--- config.mk ---
export PLATFORM = sky130hd
export DESIGN_NAME = structured_triangle_node_indexer_top
export DESIGN_NICKNAME = d
export VERILOG_FILES = /design/src/rtl/stni_pkg.sv /design/src/rtl/structured_triangle_node_indexer_top.sv /design/src/rtl/stni_datapath.sv
export SDC_FILE = /design/constraint.sdc
export NUM_CORES = 1
export LEC_CHECK = 0
export BUFFER_PORTS_ARGS = -buffer_cell sky130_fd_sc_hd__buf_2
export CORE_ASPECT_RATIO = 0.5
export CORE_MARGIN = 2
export CORE_UTILIZATION = 35
export DETAILED_ROUTE_END_ITERATION = 10
export SLEW_MARGIN = 20
export SYNTH_ARGS = -nofsm -noshare
export SYNTH_HDL_FRONTEND = slang
export SYNTH_SLANG_ARGS = --single-unit
--- constraint.sdc ---
create_clock -name clk -period 17.5 [get_ports clk]
set_clock_uncertainty 0.05 [all_clocks]
set_input_delay 5.25 -clock clk [delete_from_list [all_inputs] [get_ports clk]]
set_output_delay 5.25 -clock clk [all_outputs]
set_load 0.05 [all_outputs]
--- src/rtl/stni_pkg.sv ---
// ----------------------------------------------------------------------------
// stni_pkg
// Types, constants and node offset tables of the triangle node indexer.
// ----------------------------------------------------------------------------
package stni_pkg;

  // largest usable cell count, larger register values are clamped
  localparam int MAX_CELLS = 1024;

  localparam int CELL_W  = 10;           // cell column / row
  localparam int CNT_W   = 11;           // cell count registers
  localparam int FINE_W  = CNT_W + 2;    // fine coordinate and fine width
  localparam int PROD_W  = 2 * FINE_W;   // fine row times fine width
  localparam int NODE_W  = 25;
  localparam int SLOT_W  = 4;
  localparam int OFF_W   = 3;
  localparam int CFG_IDX_W = 2;

  // register indexes
  localparam logic [CFG_IDX_W-1:0] REG_CELLS_ACROSS  = 2'd0;
  localparam logic [CFG_IDX_W-1:0] REG_CELLS_DOWN    = 2'd1;
  localparam logic [CFG_IDX_W-1:0] REG_ELEMENT_ORDER = 2'd2;

  // element order codes
  localparam logic ORDER_QUAD  = 1'b0;
  localparam logic ORDER_QUART = 1'b1;

  // final local slot of a triangle
  localparam logic [SLOT_W-1:0] QUAD_LAST_SLOT  = 4'd5;
  localparam logic [SLOT_W-1:0] QUART_LAST_SLOT = 4'd14;

  typedef struct packed {
    logic [CELL_W-1:0] cell_col;
    logic [CELL_W-1:0] cell_row;
  } in_word_t;

  typedef struct packed {
    logic [NODE_W-1:0] node_index;
    logic              upper_half;
    logic [SLOT_W-1:0] local_slot;
    logic              error;
    logic              last;
  } out_word_t;

  // one node request from the sequencer to the datapath
  typedef struct packed {
    logic [CELL_W-1:0] col;
    logic [CELL_W-1:0] row;
    logic              upper;
    logic [SLOT_W-1:0] slot;
    logic              err;
    logic              last;
  } tok_t;

  // grid geometry seen by the datapath
  typedef struct packed {
    logic              order;
    logic [FINE_W-1:0] fine_width;
  } geom_t;

  // node offset inside the cell, in fine steps
  typedef struct packed {
    logic [OFF_W-1:0] a;
    logic [OFF_W-1:0] b;
  } offs_t;

  // quadratic offsets, half-cell units
  function automatic offs_t quad_off(input logic upper, input logic [SLOT_W-1:0] slot);
    offs_t o;
    o = '{a: 3'd0, b: 3'd0};
    case ({upper, slot})
      5'h00: o = '{a: 3'd0, b: 3'd0};
      5'h01: o = '{a: 3'd2, b: 3'd0};
      5'h02: o = '{a: 3'd0, b: 3'd2};
      5'h03: o = '{a: 3'd1, b: 3'd0};
      5'h04: o = '{a: 3'd1, b: 3'd1};
      5'h05: o = '{a: 3'd0, b: 3'd1};
      5'h10: o = '{a: 3'd2, b: 3'd0};
      5'h11: o = '{a: 3'd2, b: 3'd2};
      5'h12: o = '{a: 3'd0, b: 3'd2};
      5'h13: o = '{a: 3'd2, b: 3'd1};
      5'h14: o = '{a: 3'd1, b: 3'd2};
      5'h15: o = '{a: 3'd1, b: 3'd1};
      default: o = '{a: 3'd0, b: 3'd0};
    endcase
    return o;
  endfunction

  // quartic offsets, quarter-cell units
  function automatic offs_t quart_off(input logic upper, input logic [SLOT_W-1:0] slot);
    offs_t o;
    o = '{a: 3'd0, b: 3'd0};
    case ({upper, slot})
      5'h00: o = '{a: 3'd0, b: 3'd0};
      5'h01: o = '{a: 3'd4, b: 3'd0};
      5'h02: o = '{a: 3'd0, b: 3'd4};
      5'h03: o = '{a: 3'd1, b: 3'd0};
      5'h04: o = '{a: 3'd2, b: 3'd0};
      5'h05: o = '{a: 3'd3, b: 3'd0};
      5'h06: o = '{a: 3'd3, b: 3'd1};
      5'h07: o = '{a: 3'd2, b: 3'd2};
      5'h08: o = '{a: 3'd1, b: 3'd3};
      5'h09: o = '{a: 3'd0, b: 3'd3};
      5'h0a: o = '{a: 3'd0, b: 3'd2};
      5'h0b: o = '{a: 3'd0, b: 3'd1};
      5'h0c: o = '{a: 3'd1, b: 3'd1};
      5'h0d: o = '{a: 3'd2, b: 3'd1};
      5'h0e: o = '{a: 3'd1, b: 3'd2};
      5'h10: o = '{a: 3'd4, b: 3'd0};
      5'h11: o = '{a: 3'd4, b: 3'd4};
      5'h12: o = '{a: 3'd0, b: 3'd4};
      5'h13: o = '{a: 3'd4, b: 3'd1};
      5'h14: o = '{a: 3'd4, b: 3'd2};
      5'h15: o = '{a: 3'd4, b: 3'd3};
      5'h16: o = '{a: 3'd3, b: 3'd4};
      5'h17: o = '{a: 3'd2, b: 3'd4};
      5'h18: o = '{a: 3'd1, b: 3'd4};
      5'h19: o = '{a: 3'd1, b: 3'd3};
      5'h1a: o = '{a: 3'd2, b: 3'd2};
      5'h1b: o = '{a: 3'd3, b: 3'd1};
      5'h1c: o = '{a: 3'd3, b: 3'd2};
      5'h1d: o = '{a: 3'd3, b: 3'd3};
      5'h1e: o = '{a: 3'd2, b: 3'd3};
      default: o = '{a: 3'd0, b: 3'd0};
    endcase
    return o;
  endfunction

endpackage

--- src/rtl/structured_triangle_node_indexer_top.sv ---
// ----------------------------------------------------------------------------
// structured_triangle_node_indexer_top
// Emits the global fine-grid node indices of the two triangles of a grid cell.
// ----------------------------------------------------------------------------
// Each accepted cell word produces 12 result words in quadratic mode, 30 in
// quartic mode, or a single error word when the cell is outside the grid, one
// result per cycle while the output is not stalled; the slot sequencer that
// walks the triangle nodes sets that figure. The next cell word is taken in the
// cycle the last node of the current one is issued, so a stream of cells runs
// with no gap. The index datapath is three register stages deep, behind the
// sequencer registers. The user must write registers through cfg_we only while
// idle; the block itself does not enforce this.
module structured_triangle_node_indexer_top (
  input  logic                          clk,
  input  logic                          rst_n,
  input  logic                          in_valid,
  output logic                          in_ready,
  input  stni_pkg::in_word_t            in_word,
  output logic                          out_valid,
  input  logic                          out_ready,
  output stni_pkg::out_word_t           out_word,
  input  logic                          cfg_we,
  input  logic [stni_pkg::CFG_IDX_W-1:0] cfg_index,
  input  logic [stni_pkg::CNT_W-1:0]    cfg_wdata
);
  import stni_pkg::*;

  localparam logic [FINE_W-1:0] MAX_CELLS_F = FINE_W'(MAX_CELLS);

  // configuration registers
  logic [CNT_W-1:0] cells_across_r;
  logic [CNT_W-1:0] cells_down_r;
  logic             element_order_r;

  // clamped counts and geometry
  logic [CNT_W-1:0] nx;
  logic [CNT_W-1:0] ny;
  geom_t            geom;

  // slot sequencer
  logic              busy_r,  busy_nxt;
  logic [CELL_W-1:0] col_r,   col_nxt;
  logic [CELL_W-1:0] row_r,   row_nxt;
  logic              err_r,   err_nxt;
  logic              upper_r, upper_nxt;
  logic [SLOT_W-1:0] slot_r,  slot_nxt;
  logic [SLOT_W-1:0] last_slot;
  logic              seq_last;
  logic              adv;
  logic              in_fire;
  tok_t              tok;

  // register writes
  always_ff @(posedge clk) begin
    if (!rst_n) begin
      cells_across_r  <= CNT_W'(1);
      cells_down_r    <= CNT_W'(1);
      element_order_r <= ORDER_QUAD;
    end else if (cfg_we) begin
      case (cfg_index)
        REG_CELLS_ACROSS:  cells_across_r  <= cfg_wdata;
        REG_CELLS_DOWN:    cells_down_r    <= cfg_wdata;
        REG_ELEMENT_ORDER: element_order_r <= cfg_wdata[0];
        default: ;
      endcase
    end
  end

  // clamp counts and derive the fine width
  always_comb begin
    nx = ({2'b00, cells_across_r} > MAX_CELLS_F) ? MAX_CELLS_F[CNT_W-1:0] : cells_across_r;
    ny = ({2'b00, cells_down_r} > MAX_CELLS_F) ? MAX_CELLS_F[CNT_W-1:0] : cells_down_r;
    geom.order = element_order_r;
    if (element_order_r == ORDER_QUART) begin
      geom.fine_width = {nx, 2'b00} + FINE_W'(1);
    end else begin
      geom.fine_width = {1'b0, nx, 1'b0} + FINE_W'(1);
    end
  end

  // handshake: the pipeline moves when the output register can take a word
  always_comb begin
    last_slot = (element_order_r == ORDER_QUART) ? QUART_LAST_SLOT : QUAD_LAST_SLOT;
    seq_last  = busy_r && (err_r || (upper_r && (slot_r == last_slot)));
    adv       = !out_valid || out_ready;
    in_ready  = adv && (!busy_r || seq_last);
    in_fire   = in_valid && in_ready;
  end

  // current node request
  always_comb begin
    tok.col   = col_r;
    tok.row   = row_r;
    tok.upper = upper_r;
    tok.slot  = slot_r;
    tok.err   = err_r;
    tok.last  = seq_last;
  end

  // sequencer next state
  always_comb begin
    busy_nxt  = busy_r;
    col_nxt   = col_r;
    row_nxt   = row_r;
    err_nxt   = err_r;
    upper_nxt = upper_r;
    slot_nxt  = slot_r;
    if (adv && busy_r) begin
      if (seq_last) begin
        busy_nxt = 1'b0;
      end else if (slot_r == last_slot) begin
        slot_nxt  = '0;
        upper_nxt = 1'b1;
      end else begin
        slot_nxt = slot_r + SLOT_W'(1);
      end
    end
    if (in_fire) begin
      busy_nxt  = 1'b1;
      col_nxt   = in_word.cell_col;
      row_nxt   = in_word.cell_row;
      err_nxt   = ({1'b0, in_word.cell_col} >= nx) || ({1'b0, in_word.cell_row} >= ny);
      upper_nxt = 1'b0;
      slot_nxt  = '0;
    end
  end

  // sequencer registers
  always_ff @(posedge clk) begin
    if (!rst_n) begin
      busy_r  <= 1'b0;
      upper_r <= 1'b0;
      slot_r  <= '0;
      err_r   <= 1'b0;
    end else begin
      busy_r  <= busy_nxt;
      upper_r <= upper_nxt;
      slot_r  <= slot_nxt;
      err_r   <= err_nxt;
    end
  end

  always_ff @(posedge clk) begin
    col_r <= col_nxt;
    row_r <= row_nxt;
  end

  // index datapath
  stni_datapath u_datapath (
    .clk       (clk),
    .rst_n     (rst_n),
    .adv       (adv),
    .tok_valid (busy_r),
    .tok       (tok),
    .geom      (geom),
    .out_valid (out_valid),
    .out_word  (out_word)
  );

endmodule

--- src/rtl/stni_datapath.sv ---
// ----------------------------------------------------------------------------
// stni_datapath
// Three-stage node index pipeline: fine coordinates, row multiply, column add.
// ----------------------------------------------------------------------------
module stni_datapath (
  input  logic              clk,
  input  logic              rst_n,
  input  logic              adv,
  input  logic              tok_valid,
  input  stni_pkg::tok_t    tok,
  input  stni_pkg::geom_t   geom,
  output logic              out_valid,
  output stni_pkg::out_word_t out_word
);
  import stni_pkg::*;

  // stage 1: fine column and row
  logic              s1_valid_r;
  tok_t              s1_tok_r;
  logic [FINE_W-1:0] s1_fc_r;
  logic [FINE_W-1:0] s1_fr_r;
  logic [FINE_W-1:0] s1_fc_nxt;
  logic [FINE_W-1:0] s1_fr_nxt;
  offs_t             off;

  // stage 2: row product
  logic              s2_valid_r;
  tok_t              s2_tok_r;
  logic [FINE_W-1:0] s2_fc_r;
  logic [PROD_W-1:0] s2_prod_r;

  // stage 3: output register
  logic              s3_valid_r;
  out_word_t         s3_word_r;
  out_word_t         s3_word_nxt;
  logic [PROD_W-1:0] node_sum;

  // offset lookup and cell base scaled to the fine grid
  always_comb begin
    off = (geom.order == ORDER_QUART) ? quart_off(tok.upper, tok.slot)
                                      : quad_off(tok.upper, tok.slot);
    if (geom.order == ORDER_QUART) begin
      s1_fc_nxt = {1'b0, tok.col, 2'b00} + FINE_W'(off.a);
      s1_fr_nxt = {1'b0, tok.row, 2'b00} + FINE_W'(off.b);
    end else begin
      s1_fc_nxt = {2'b00, tok.col, 1'b0} + FINE_W'(off.a);
      s1_fr_nxt = {2'b00, tok.row, 1'b0} + FINE_W'(off.b);
    end
  end

  // final sum, error results carry zero fields
  always_comb begin
    node_sum                = s2_prod_r + PROD_W'(s2_fc_r);
    s3_word_nxt.node_index  = s2_tok_r.err ? '0 : node_sum[NODE_W-1:0];
    s3_word_nxt.upper_half  = s2_tok_r.err ? 1'b0 : s2_tok_r.upper;
    s3_word_nxt.local_slot  = s2_tok_r.err ? '0 : s2_tok_r.slot;
    s3_word_nxt.error       = s2_tok_r.err;
    s3_word_nxt.last        = s2_tok_r.last;
  end

  // valid bits
  always_ff @(posedge clk) begin
    if (!rst_n) begin
      s1_valid_r <= 1'b0;
      s2_valid_r <= 1'b0;
      s3_valid_r <= 1'b0;
    end else if (adv) begin
      s1_valid_r <= tok_valid;
      s2_valid_r <= s1_valid_r;
      s3_valid_r <= s2_valid_r;
    end
  end

  // payload, all stages move together
  always_ff @(posedge clk) begin
    if (adv) begin
      s1_tok_r  <= tok;
      s1_fc_r   <= s1_fc_nxt;
      s1_fr_r   <= s1_fr_nxt;
      s2_tok_r  <= s1_tok_r;
      s2_fc_r   <= s1_fc_r;
      s2_prod_r <= PROD_W'(s1_fr_r) * PROD_W'(geom.fine_width);
      s3_word_r <= s3_word_nxt;
    end
  end

  assign out_valid = s3_valid_r;
  assign out_word  = s3_word_r;

endmodule

---- After elaboration in Yosys (flattened, before gate mapping) ----
Memory sizes are Yosys's and may differ from the RTL's.
Index checks and enable logic that the tools add are counted.
W data, S select, Z words.
word-level totals
  input bits .............................. 38
  register bits ........................... 163
  RAM bits ................................ 0
  latch bits .............................. 0
  memories ................................ 2
  ROM bits ................................ 320
memories
  memory            depth  bits a word  rd ports  clocked after Yosys merged registers in  wr ports  line            RTL
  (name not given)  32     6            1         0                                        0         stni_pkg.sv:93  case ({upper, slot})
  (name not given)  32     4            1         0                                        0         stni_pkg.sv:71  case ({upper, slot})
operators by class
  reductions and logical operators ........ 21
  equality and inequality tests ........... 3
  div/mod/pow operators ................... 0
  bitwise logic cells ..................... 2
  $mul .................................... 1
  $lt $le $gt $ge ......................... 4
  mux-type cells .......................... 11
  add/sub/neg operators ................... 8
  shift operators ......................... 0
operators by type and width
  kind                     count
  $mux W13                 3
  $add A12 B3 Y13          2
  $add A25 B13 Y25         1
  $mul A13 B13 Y25         1
  $add A11 B3 Y12          2
  $ge A10 B11 Y1           2
  $gt A11 B11 Y1 const B   2
  $mux W11                 2
  $add A12 B1 Y13 const B  1
  $add A13 B1 Y13 const B  1
  $reduce_and A2 Y1        5
  $mux W4                  2
  $mux W6                  1
  $logic_and A1 B1 Y1      5
  $add A4 B1 Y4 const B    1
  $eq A4 B4 Y1             1
  $logic_or A1 B1 Y1       4
  $reduce_bool A2 Y1       2
  $mux W1                  3
  $reduce_and A3 Y1        1
  $eq A2 B1 Y1 const B     1
  $eq A2 B2 Y1 const B     1
  $logic_not A1 Y1         2
  $logic_not A2 Y1         1
  other kinds (2)          3

---- Logic depth before layout (Yosys ltp) ----
Gate-level depths: netlist of run 1.
  depth after elaboration ................. 10
  depth in mapped cells ................... 24
  gate-level depth less buffers ........... 22

---- Modules after synthesis ----
Synthesis of run 1 repeated with hierarchy kept, for this count alone.
second synthesis, totals
  cells, all modules ...................... 1430
  area, all modules ....................... 14038.5 um^2
modules (own cells, without submodules)
  module                                area an instance (um^2)  instances  seq. area each (um^2)  cells an instance
  stni_datapath                         11481.0                  1          3363.2                 1186
  structured_triangle_node_indexer_top  2557.5                   1          1201.2                 244

---- Least setup slack after synthesis of run 1 ----
Ideal clock, no wire load.
  path type ............................... in2out
  start point ............................. input port out_ready
  end point ............................... output port in_ready
  buffers on the path ..................... 0
  required time ........................... 12.200 ns
  setup slack ............................. 6.202 ns
  arrival ................................. 5.998 ns
  stages .................................. 2
  cell sequence ........................... nor2b_1 nor2_1
between the ends
  longest elaborated chain between the ends .. 2
RTL lines
  item                 line                                        RTL
  from (decl)          structured_triangle_node_indexer_top.sv:20  input logic out_ready,
  $logic_or A1 B1 Y1   structured_triangle_node_indexer_top.sv:85  adv = !out_valid || out_ready;
  $logic_and A1 B1 Y1  structured_triangle_node_indexer_top.sv:86  in_ready = adv && (!busy_r || seq_last);
  to (decl)            structured_triangle_node_indexer_top.sv:17  output logic in_ready,
Every way passes these cells.

---- Worst setup path in the final report of run 1 ----
Same ends and word-level chain as after synthesis.

==> results.py, run 1 <==
metrics = {
    "logic_synthesis": {
        "yosys_most_used_dff": "edfxtp_1",
        "synth-adder-area-share_pct": 28.19,
        "synth.area.mux_share_pct": 3.455,
        "synth-simple-area-share_pct": 15.77,
        "yosysSeqAreaShare_pct": 33.08,
        "yosysWarnings": 0,
        "syn_inst": 1393,
        "synth.top_cells.by_count": "inv_1 (193), nand2_1 (145), edfxtp_1 (130)",
        "synth_compound_area_share_pct": 9.540,
        "synth_top_family_by_area": "adder cells",
        "synth-edff-count": 130,
        "synthXorXnorAreaFrac_pct": 2.984,
        "synth-seq-cells": 163,
        "syn_avg_cell_area_um2": 9.905,
        "synth_top_area_share_pct": 28.29,
        "synth_area_um2": 13800,
        "synth_fp_nets": 1668,
        "ys_types": 65,
        "post-synth-top-count-cell": "inv_1",
        "async_flop_share_pct": 0,
        "synth_largest_area_cell": "edfxtp_1",
        "synth.area.top_cells": "edfxtp_1 (28%), fa_1 (18%), ha_1 (10%)",
    },
    "worst_setup_path": {
        "reg2regPathDepth": 21,
        "critical_path.slowest_cell": "nor2b_1",
        "worstPathCellList": "buf_2, nor2b_1, nor2_1, buf_2",
        "cp.arrival_ps": 6110,
        "crit_top_cell": "buf_2",
        "max_stage_delay_ps": 440,
        "crit_fanout": 7,
        "end_kind": "output port",
        "setup.worst_path.start_class": "primary input",
        "cp.required_ps": 12200,
        "ff2ff_setup_slack_ps": 10090,
        "crit_type": "in -> out",
    },
    "sta": {
        "setup_viol": 0,
        "min_period_ps": 11410,
        "grt_setup_unrepaired": "no",
        "tns_ps": 0,
        "min_period_over_period_pct": 65.21,
        "slew_headroom_pct": 36.28,
        "tightest_slew_ps": 929.2,
        "max_freq_mhz": 87.63,
        "hold_violations": 0,
        "drv_slew": 0,
        "worst_slack_ps": 6089,
    },
    "drt": {
        "finalWirelength_um": 30040,
        "vias": 9534,
        "drt-wirelength-per-cell_um": 15.23,
        "via_per_inst": 4.835,
        "drt-initial-drc-count": 610,
        "drt_first_pass_iters": 5,
        "drc": 0,
        "ant_nets": 0,
    },
    "global_route": {
        "grt_max_degree": 77,
        "overflow": 0,
        "grt_pass1_vias": 9252,
        "grt_pass1_wl_um": 49090,
        "grt_usage_pct": 15.16,
        "antenna_found_initial": 4,
    },
    "pwr": {
        "p_total_mw": 1.345,
        "ir_drop_uv": 72.20,
        "p_leak_nw": 6.784,
        "powerDensity_nw_per_um2": 88.30,
    },
    "floorplan": {
        "initial_core_util_pct": 35.50,
        "dieArea_um2": 41120,
        "rows": 51,
        "num_io_pins": 72,
        "die_w_um": 284.8,
        "core_um2": 38860,
        "chipHeight_um": 144.4,
    },
    "clock_network": {
        "insertion_delay_ps": 450,
        "cts_max_level": 4,
        "cts_resized": 0,
        "clkTransAtPathRegs_ps": 70,
        "tritoncts": "done",
        "cts-root-buf": "clkbuf_16",
        "ctsLongestPathBuffers": 2,
        "cts.sinks": 163,
        "cts_hold_buf": 0,
        "post_cts_buffers": 0,
        "cts_buffers": 17,
    },
    "placed_design": {
        "routabilityCongestion": 0.8384,
        "dp_hpwl_um": 23250,
        "numPortBuffers": 71,
        "dp_slack_ps": 6083,
    },
    "job": {
        "drv_cap": 0,
    },
    "final_layout": {
        "fill_cells": 3867,
        "seqCellArea_um2": 4566,
        "multi_input_area_um2": 8287,
        "syn_to_final_growth_pct": 10.44,
        "final_nets": 1703,
        "drive_gt1_share_pct": 8.813,
    },
    "worst_hold_path": {
        "hold_path.class": "reg -> reg",
        "hold_depth": 0,
    },
    "status": {
        "outcome": "complete, no violations",
    },
}
worst max-delay path, delay by kind of cell:
family                 cells  cell delay, ps
AND/OR/NAND/NOR            2             540
buffers and inverters      2             320
per-stage QoR:
step / cells / instance area (um^2) / util, % / hold WS (ps)
global placement: 1939 / 14630 / 37.65 / 352.3
global route: 1972 / 15240 / 39.21 / 364.8
detailed placement: 1939 / 14630 / 37.65 / 355.2
CTS: 1971 / 15230 / 39.19 / 362.7
floorplan: 1393 / 13800 / - / 350.3
finish: 1972 / 15240 / 39.21 / 358.8
worst paths after layout:
path,start,endpoint
worst max-delay path,out_ready,in_ready
worst min-delay path,u_datapath.s1_tok_r[2],u_datapath.s2_tok_r[2]
worst max register to register,element_order_r,u_datapath.s2_prod_r[24]
worst min register to register,u_datapath.s1_tok_r[2],u_datapath.s2_tok_r[2]
layer usage:
metal	global-route usage, %	share of wire, %	up-vias
met1	20.82	50	4578
met2	24.01	44	156
met4	4.626	1.4	6
met3	3.297	4.5	33
met5	0	0.12	-
li1	-	-	4761
final cells by class:
class | instances | share of cell area, %
antenna | 1 | 0.01642
sequential | 163 | 29.96
clock buffer | 17 | 2.792
inverter | 194 | 4.796
multi-input combinational | 976 | 54.39
timing repair buffer | 76 | 2.578
tap | 530 | 4.352
clock inverter | 15 | 1.117
layout by cell type (no fill, tap or decap), types with 25 or more instances in the layout:
cell type,netlist,routed
o21ai_0,52,52
mux2i_1,42,42
buf_2,2,71
and2_1,37,37
nor2b_1,46,46
nand2_1,145,145
ha_1,114,114
a21oi_1,43,43
dfxtp_1,33,32
fa_1,123,123
nor3_1,51,51
nor2_1,83,83
inv_1,193,192
edfxtp_1,130,130
xnor2_1,25,25
logic make-up after synthesis:
family	Yosys count
flip-flops	163
adder cells (fa/ha/maj)	237
buffers and inverters	254
XOR/XNOR	47
AO/OA/AOI/OAI	196
multiplexers	47
AND/OR/NAND/NOR	449
where the power goes:
| group | switching, mW | internal, mW |
|---|---|---|
| sequential | 0.0316 | 0.487 |
| clock | 0.168 | 0.214 |
| combinational | 0.285 | 0.161 |
registers in the layout, summed over array words and instances, names as in the netlist, 10 cells and up:
signal	cells
col_r	10
row_r	10
u_datapath.s2_fc_r	13
u_datapath.s1_fc_r	13
cells_across_r	11
u_datapath.s1_fr_r	13
cells_down_r	11
u_datapath.out_word	32
u_datapath.s2_prod_r	25
Note: power is estimated with default switching activity, not from simulation.
==> run 2, diff against run 1 <==
Settings changed: ABC_AREA set to 1.
Clock period 17.5 ns to 10.9 ns, I/O delays scaled along.
==> results.py, run 2 <==
metrics = {
    "status": {
        "outcome": "complete, no violations",
    },
    "final_layout": {
        "layout_common_cells": "nand2_1 (341), inv_1 (316), nor2_1 (167), edfxtp_1 (130), a21oi_1 (126)",
        "antenna_cells": 0,
        "seqCellArea_um2": 4564,
        "multi_input_area_um2": 8411,
        "fill_cells": 4119,
        "drive_gt1_share_pct": 10.26,
        "final_nets": 2036,
        "final_common_cell": "nand2_1",
        "layout.cells.non_filler": 2314,
        "syn_to_final_growth_pct": 10.35,
        "largest_reg_flops": 32,
    },
    "sta": {
        "tns_ps": 0,
        "max_freq_mhz": 130.9,
        "min_period_ps": 7640,
        "drv_slew": 0,
        "grt_setup_unrepaired": "no",
        "slew_headroom_pct": 35.88,
        "hold_violations": 0,
        "min_period_over_period_pct": 70.09,
        "setup_viol": 0,
        "tightest_slew_ps": 961.8,
    },
    "floorplan": {
        "dieArea_um2": 42830,
        "initial_core_util_pct": 35.54,
        "die_w_um": 290.7,
        "rows": 52,
        "num_io_pins": 72,
        "chipHeight_um": 147.3,
        "core_um2": 40470,
    },
    "worst_setup_path": {
        "cp_top_family": "buffers and inverters",
        "reg2regPathDepth": 19,
        "setup.worst_path.start_class": "primary input",
        "crit_top_cell": "buf_2",
        "cp.depth": 6,
        "cp.required_ps": 7580,
        "end_kind": "output port",
        "ff2ff_setup_slack_ps": 4580,
        "crit_fanout": 36,
        "cp.arrival_ps": 4320,
        "cp_num_buf_inv": 4,
        "crit_path_end": "in_ready",
        "cp-startpoint": "out_ready",
        "critical_path.slowest_cell": "nor2_1",
        "reg2reg_to": "u_datapath.s2_prod_r[19]",
        "crit_type": "in -> out",
        "timing.rr.start": "element_order_r",
        "worstPathCellList": "buf_2, nor2_1, inv_4, nand2_1, inv_1, buf_2",
        "max_stage_delay_ps": 300,
    },
    "logic_synthesis": {
        "yosysSeqAreaShare_pct": 31.74,
        "synth.top_cells.by_count": "nand2_1 (341), inv_1 (316), nor2_1 (167)",
        "yosysWarnings": 0,
        "ys_types": 48,
        "async_flop_share_pct": 0,
        "post-synth-top-count-cell": "nand2_1",
        "syn_inst": 1699,
        "synth_area_um2": 14380,
        "synth_top_area_share_pct": 27.14,
        "synth-seq-cells": 163,
        "synth_fp_nets": 1974,
        "synth-edff-count": 130,
        "yosys_most_used_dff": "edfxtp_1",
        "synth_largest_area_cell": "edfxtp_1",
        "syn_avg_cell_area_um2": 8.465,
        "synth.area.top_cells": "edfxtp_1 (27%), fa_1 (17%), ha_1 (9.9%)",
    },
    "global_route": {
        "grt_pass1_wl_um": 55720,
        "grt_usage_pct": 16.40,
        "grt_max_degree": 79,
        "antenna_found_initial": 0,
        "grt_pass1_vias": 10700,
        "overflow": 0,
    },
    "drt": {
        "drc": 0,
        "vias": 10960,
        "ant_nets": 0,
        "finalWirelength_um": 33790,
        "via_per_inst": 4.734,
        "drt-initial-drc-count": 785,
        "drt-wirelength-per-cell_um": 14.60,
        "drt_first_pass_iters": 8,
    },
    "pwr": {
        "power_switching_mw": 1.033,
        "powerDensity_nw_per_um2": 160.0,
        "clkPwrFrac_pct": 23.6,
        "ir_drop_uv": 89.82,
        "p_leak_nw": 7.572,
        "p_int_mw": 1.506,
        "combPwrFrac_pct": 42.1,
        "swShare_pct": 40.69,
        "p_seq_share_pct": 34.4,
    },
    "clock_network": {
        "clkTransAtPathRegs_ps": 60,
        "tritoncts": "done",
        "insertion_delay_ps": 440,
        "cts.sinks": 163,
        "cts_hold_buf": 0,
        "post_cts_buffers": 0,
        "cts_max_level": 4,
        "cts-root-buf": "clkbuf_16",
        "ctsLongestPathBuffers": 2,
        "cts_resized": 0,
        "cts_buffers": 17,
    },
    "worst_hold_path": {
        "hold_path.class": "reg -> reg",
    },
    "placed_design": {
        "numPlacedInstances": 2282,
        "dp_hpwl_um": 27530,
        "numPortBuffers": 71,
        "routabilityCongestion": 0.9023,
    },
    "job": {
        "drv_cap": 0,
    },
}
-- run 2: cell types whose count changed in the layout (fill, tap and decap cells not counted), sizes merged, moves of 16 or more --
cell    change
and3       -16
and2       -32
nand2b     -24
nand3      +49
nor2b      -46
nand2     +227
o21ai      +24
nor2       +95
inv       +129
mux2i      -42
a21oi     +102
nor3       -38
-- run 2: worst reg2reg max path, cell delays in order (launching register included) --
cell and delay, ps:
dfxtp_1 300, buf_4 280, inv_2 620, nand3_1 500, nand2_2 310, nand2_1 110, fa_1 490, fa_1 550
inv_1 60, fa_1 510, fa_1 540, inv_1 50, fa_1 520, inv_1 40, ha_1 350, a21oi_1 230
o21ai_0 170, a21oi_1 200, a21o_1 140, nand2_1 70
-- run 2: how the worst min path moves through the flow --
stage / startpoint / end / slack, ps / depth (start not counted)
2_1_floorplan: u_datapath.s2_tok_r[0] / u_datapath.out_word[0] / 350 / 0
3_3_place_gp: u_datapath.s1_tok_r[4] / u_datapath.s2_tok_r[4] / 350 / 0
3_5_place_dp: u_datapath.s2_tok_r[0] / u_datapath.out_word[0] / 350 / 0
4_1_cts: u_datapath.s1_tok_r[4] / u_datapath.s2_tok_r[4] / 360 / 0
5_1_grt: u_datapath.s1_fc_r[6] / u_datapath.s2_fc_r[6] / 370 / 0
6_report: u_datapath.s1_fc_r[10] / u_datapath.s2_fc_r[10] / 360 / 0
-- run 2: cells by family (layout without fill, tap and decap cells) --
kind of cell	after synthesis	count (layout)	synth area share, %
simple gates	656	656	19.73
buf+inv	360	435	9.787
compound gates	250	250	9.700
fa+ha+maj	237	237	27.04
flops	163	163	31.74
xor+xnor	33	33	2.010
-- run 2: cell type report --
class	count	area share [%]
multi-input combinational	1176	52.99
clock buffer	24	3.429
tap	540	4.257
sequential	163	28.76
inverter	329	7.804
clock inverter	8	0.3784
timing repair buffer	74	2.381
-- run 2: routing by layer --
layer	part of all wire, %	vias to the layer above	track usage [%]
met3	5.1	39	2.950
met2	43	252	25.19
met5	0	-	0
met1	51	5123	23.82
met4	1.7	0	4.326
li1	-	5541	-
-- run 2: through the flow --
| step | utilization (%) | hold WS, ps | area, um^2 | setup WS (ps) | power, mW |
|---|---|---|---|---|---|
| 3_5_place_dp | 37.73 | 354.5 | 15270 | 3229 | 1.959 |
| 5_1_grt | 39.22 | 370.4 | 15870 | 3147 | 2.757 |
| 2_1_floorplan | - | 350.3 | 14380 | 1396 | 1.688 |
| 6_report | 39.22 | 364.8 | 15870 | 3261 | 2.539 |
| 3_3_place_gp | 37.73 | 351.1 | 15270 | 3254 | 1.950 |
| 4_1_cts | 39.22 | 363.8 | 15870 | 3235 | 2.567 |
-- run 2: power by group through the flow --
stage          Sequential [mW]  Clock, mW  Combinational [mW]
3_5_place_dp             0.888          0                1.07
6_report                 0.872      0.599                1.07
3_3_place_gp             0.887          0                1.06
5_1_grt                  0.886      0.640                1.23
4_1_cts                  0.875      0.614                1.08
2_1_floorplan            0.991          0               0.697
==> run 3, diff against run 2 <==
Settings changed: ABC_AREA 1 to 0.
Clock period 10.9 ns to 7.4 ns, I/O delays scaled along.
==> results.py, run 3 (same netlist as run 1, synthesis figures left out) <==
metrics = {
    "status": {
        "outcome": "complete, no violations",
    },
    "global_route": {
        "grt_usage_pct": 15.27,
        "overflow": 0,
        "grt_pass1_wl_um": 49120,
        "grt_pass1_vias": 9260,
        "antenna_found_initial": 1,
        "grt_max_degree": 73,
    },
    "clock_network": {
        "clkTransAtPathRegs_ps": 70,
        "cts_hold_buf": 0,
        "cts_buffers": 17,
        "cts_resized": 0,
        "post_cts_buffers": 0,
        "tritoncts": "done",
        "cts.sinks": 163,
        "ctsLongestPathBuffers": 2,
        "insertion_delay_ps": 450,
        "cts_max_level": 4,
        "cts-root-buf": "clkbuf_16",
    },
    "sta": {
        "drv_slew": 0,
        "min_period_ps": 6679,
        "hold_violations": 0,
        "grt_setup_unrepaired": "no",
        "min_period_over_period_pct": 90.26,
        "max_freq_mhz": 149.7,
        "slew_headroom_pct": 40.43,
        "setup_viol": 0,
        "tightest_slew_ps": 893.6,
        "tns_ps": 0,
        "worst_slack_ps": 720.7,
    },
    "floorplan": {
        "core_um2": 38860,
        "chipHeight_um": 144.4,
        "initial_core_util_pct": 35.50,
        "rows": 51,
        "die_w_um": 284.8,
        "num_io_pins": 72,
        "dieArea_um2": 41120,
    },
    "drt": {
        "drt_first_pass_iters": 5,
        "drt-wirelength-per-cell_um": 15.40,
        "vias": 9558,
        "drt-initial-drc-count": 713,
        "via_per_inst": 4.837,
        "drc": 0,
        "ant_nets": 0,
        "finalWirelength_um": 30430,
    },
    "placed_design": {
        "numPlacedInstances": 1945,
        "numPortBuffers": 71,
        "routabilityCongestion": 0.8816,
        "placed_area_um2": 14680,
        "dp_hpwl_um": 23890,
        "dp_slack_ps": 797.7,
    },
    "worst_setup_path": {
        "crit_type": "reg -> reg",
        "crit_fanout": 20,
        "cp.required_ps": 7550,
        "worstPathCellList": "inv_1, a31oi_2, nor2_1, and2_1, fa_1, inv_1, fa_1, inv_1, fa_1, fa_1, inv_1, fa_1, inv_1, ha_1, a211oi_1, nor2_1, nor2_1, o31ai_2, a41o_1, o31ai_4, xnor2_1",
        "max_stage_delay_ps": 720,
        "ff2ff_setup_slack_ps": 720,
        "setup.worst_path.start_class": "flop",
        "timing.rr.start": "cells_across_r[10]",
        "reg2reg_to": "u_datapath.s2_prod_r[23]",
        "end_kind": "flop",
        "critical_path.slowest_cell": "dfxtp_1",
        "reg2regPathDepth": 21,
        "cp.arrival_ps": 6830,
    },
    "pwr": {
        "p_total_mw": 3.165,
        "ir_drop_uv": 173.2,
        "powerDensity_nw_per_um2": 207.5,
        "p_leak_nw": 6.796,
    },
    "final_layout": {
        "seqCellArea_um2": 4566,
        "layout_common_cells": "inv_1 (192), nand2_1 (145), edfxtp_1 (130), fa_1 (123), ha_1 (114)",
        "syn_to_final_growth_pct": 10.58,
        "final_nets": 1709,
        "layout.cells.non_filler": 1976,
        "fill_cells": 3815,
        "largest_reg_flops": 32,
        "final_common_cell": "inv_1",
        "antenna_cells": 0,
        "drive_gt1_share_pct": 8.990,
        "fin_area_um2": 15260,
        "multi_input_area_um2": 8280,
    },
    "job": {
        "drv_cap": 0,
    },
    "worst_hold_path": {
        "hold_depth": 0,
        "hold_path.class": "reg -> reg",
        "hp-start": "u_datapath.s1_fc_r[6]",
        "whs_endpoint": "u_datapath.s2_fc_r[6]",
    },
}
-- run 3: changes by cell type in the layout (fill, tap and decap cells not counted), sizes merged, moves of 38 or more --
cell and change:
mux2i +42, nand2 -227, a21oi -102, nor2 -95, nor3 +38, nand3 -49
inv -131, nor2b +46
-- run 3: how the worst max path moves through the flow --
stage          depth (start not counted)  slack, ps                from                       end
5_1_grt                               21        350  cells_across_r[10]  u_datapath.s2_prod_r[23]
3_5_place_dp                          21        800  cells_across_r[10]  u_datapath.s2_prod_r[23]
6_report                              21        720  cells_across_r[10]  u_datapath.s2_prod_r[23]
3_3_place_gp                          19        920   cells_across_r[9]  u_datapath.s2_prod_r[23]
2_1_floorplan                         22       1180  cells_across_r[10]  u_datapath.s2_prod_r[23]
4_1_cts                               21        790  cells_across_r[10]  u_datapath.s2_prod_r[23]
-- run 3: area by class of cell --
type / count / share of cell area (%)
flip-flops and latches: 163 / 29.92
repair buffers: 82 / 2.870
inverters: 194 / 4.789
clock buffers: 17 / 2.788
well taps: 530 / 4.346
clock inverters: 14 / 1.009
multi-input cells: 976 / 54.27
-- run 3: worst max-delay path: cells and delay by family (launching register included) --
kind | cells | cell delay [ps]
adder cells (fa/ha/maj) | 6 | 2890
AO/OA/AOI/OAI | 5 | 1440
buffers and inverters | 5 | 350
AND/OR/NAND/NOR | 4 | 890
flip-flops | 1 | 720
XOR/XNOR | 1 | 80
-- run 3: where the power goes --
| group | switching [mW] | internal [mW] | total (mW) | leakage [nW] |
|---|---|---|---|---|
| Combinational | 0.677 | 0.382 | 1.06 | 4.81 |
| Sequential | 0.0743 | 1.15 | 1.23 | 1.72 |
| Clock | 0.383 | 0.498 | 0.881 | 0.273 |
| Total | 1.13 | 2.03 | 3.17 | 6.80 |
-- run 3: layer usage --
metal  routed length (um)  GRT usage [%]  part of all wire, %
met1                15130          21.32                   50
met2                13530          24.15                   44
met3                 1296          2.744                  4.3
met4                  461          4.848                  1.5
met5                   13              0                0.043
-- run 3: stage by stage --
stage | hold slack, ps | utilization (%)
floorplan | 350.3 | -
finish | 361.1 | 39.26
CTS | 357.5 | 39.26
detailed placement | 354.5 | 37.77
global route | 375.2 | 39.26
global placement | 350.8 | 37.77
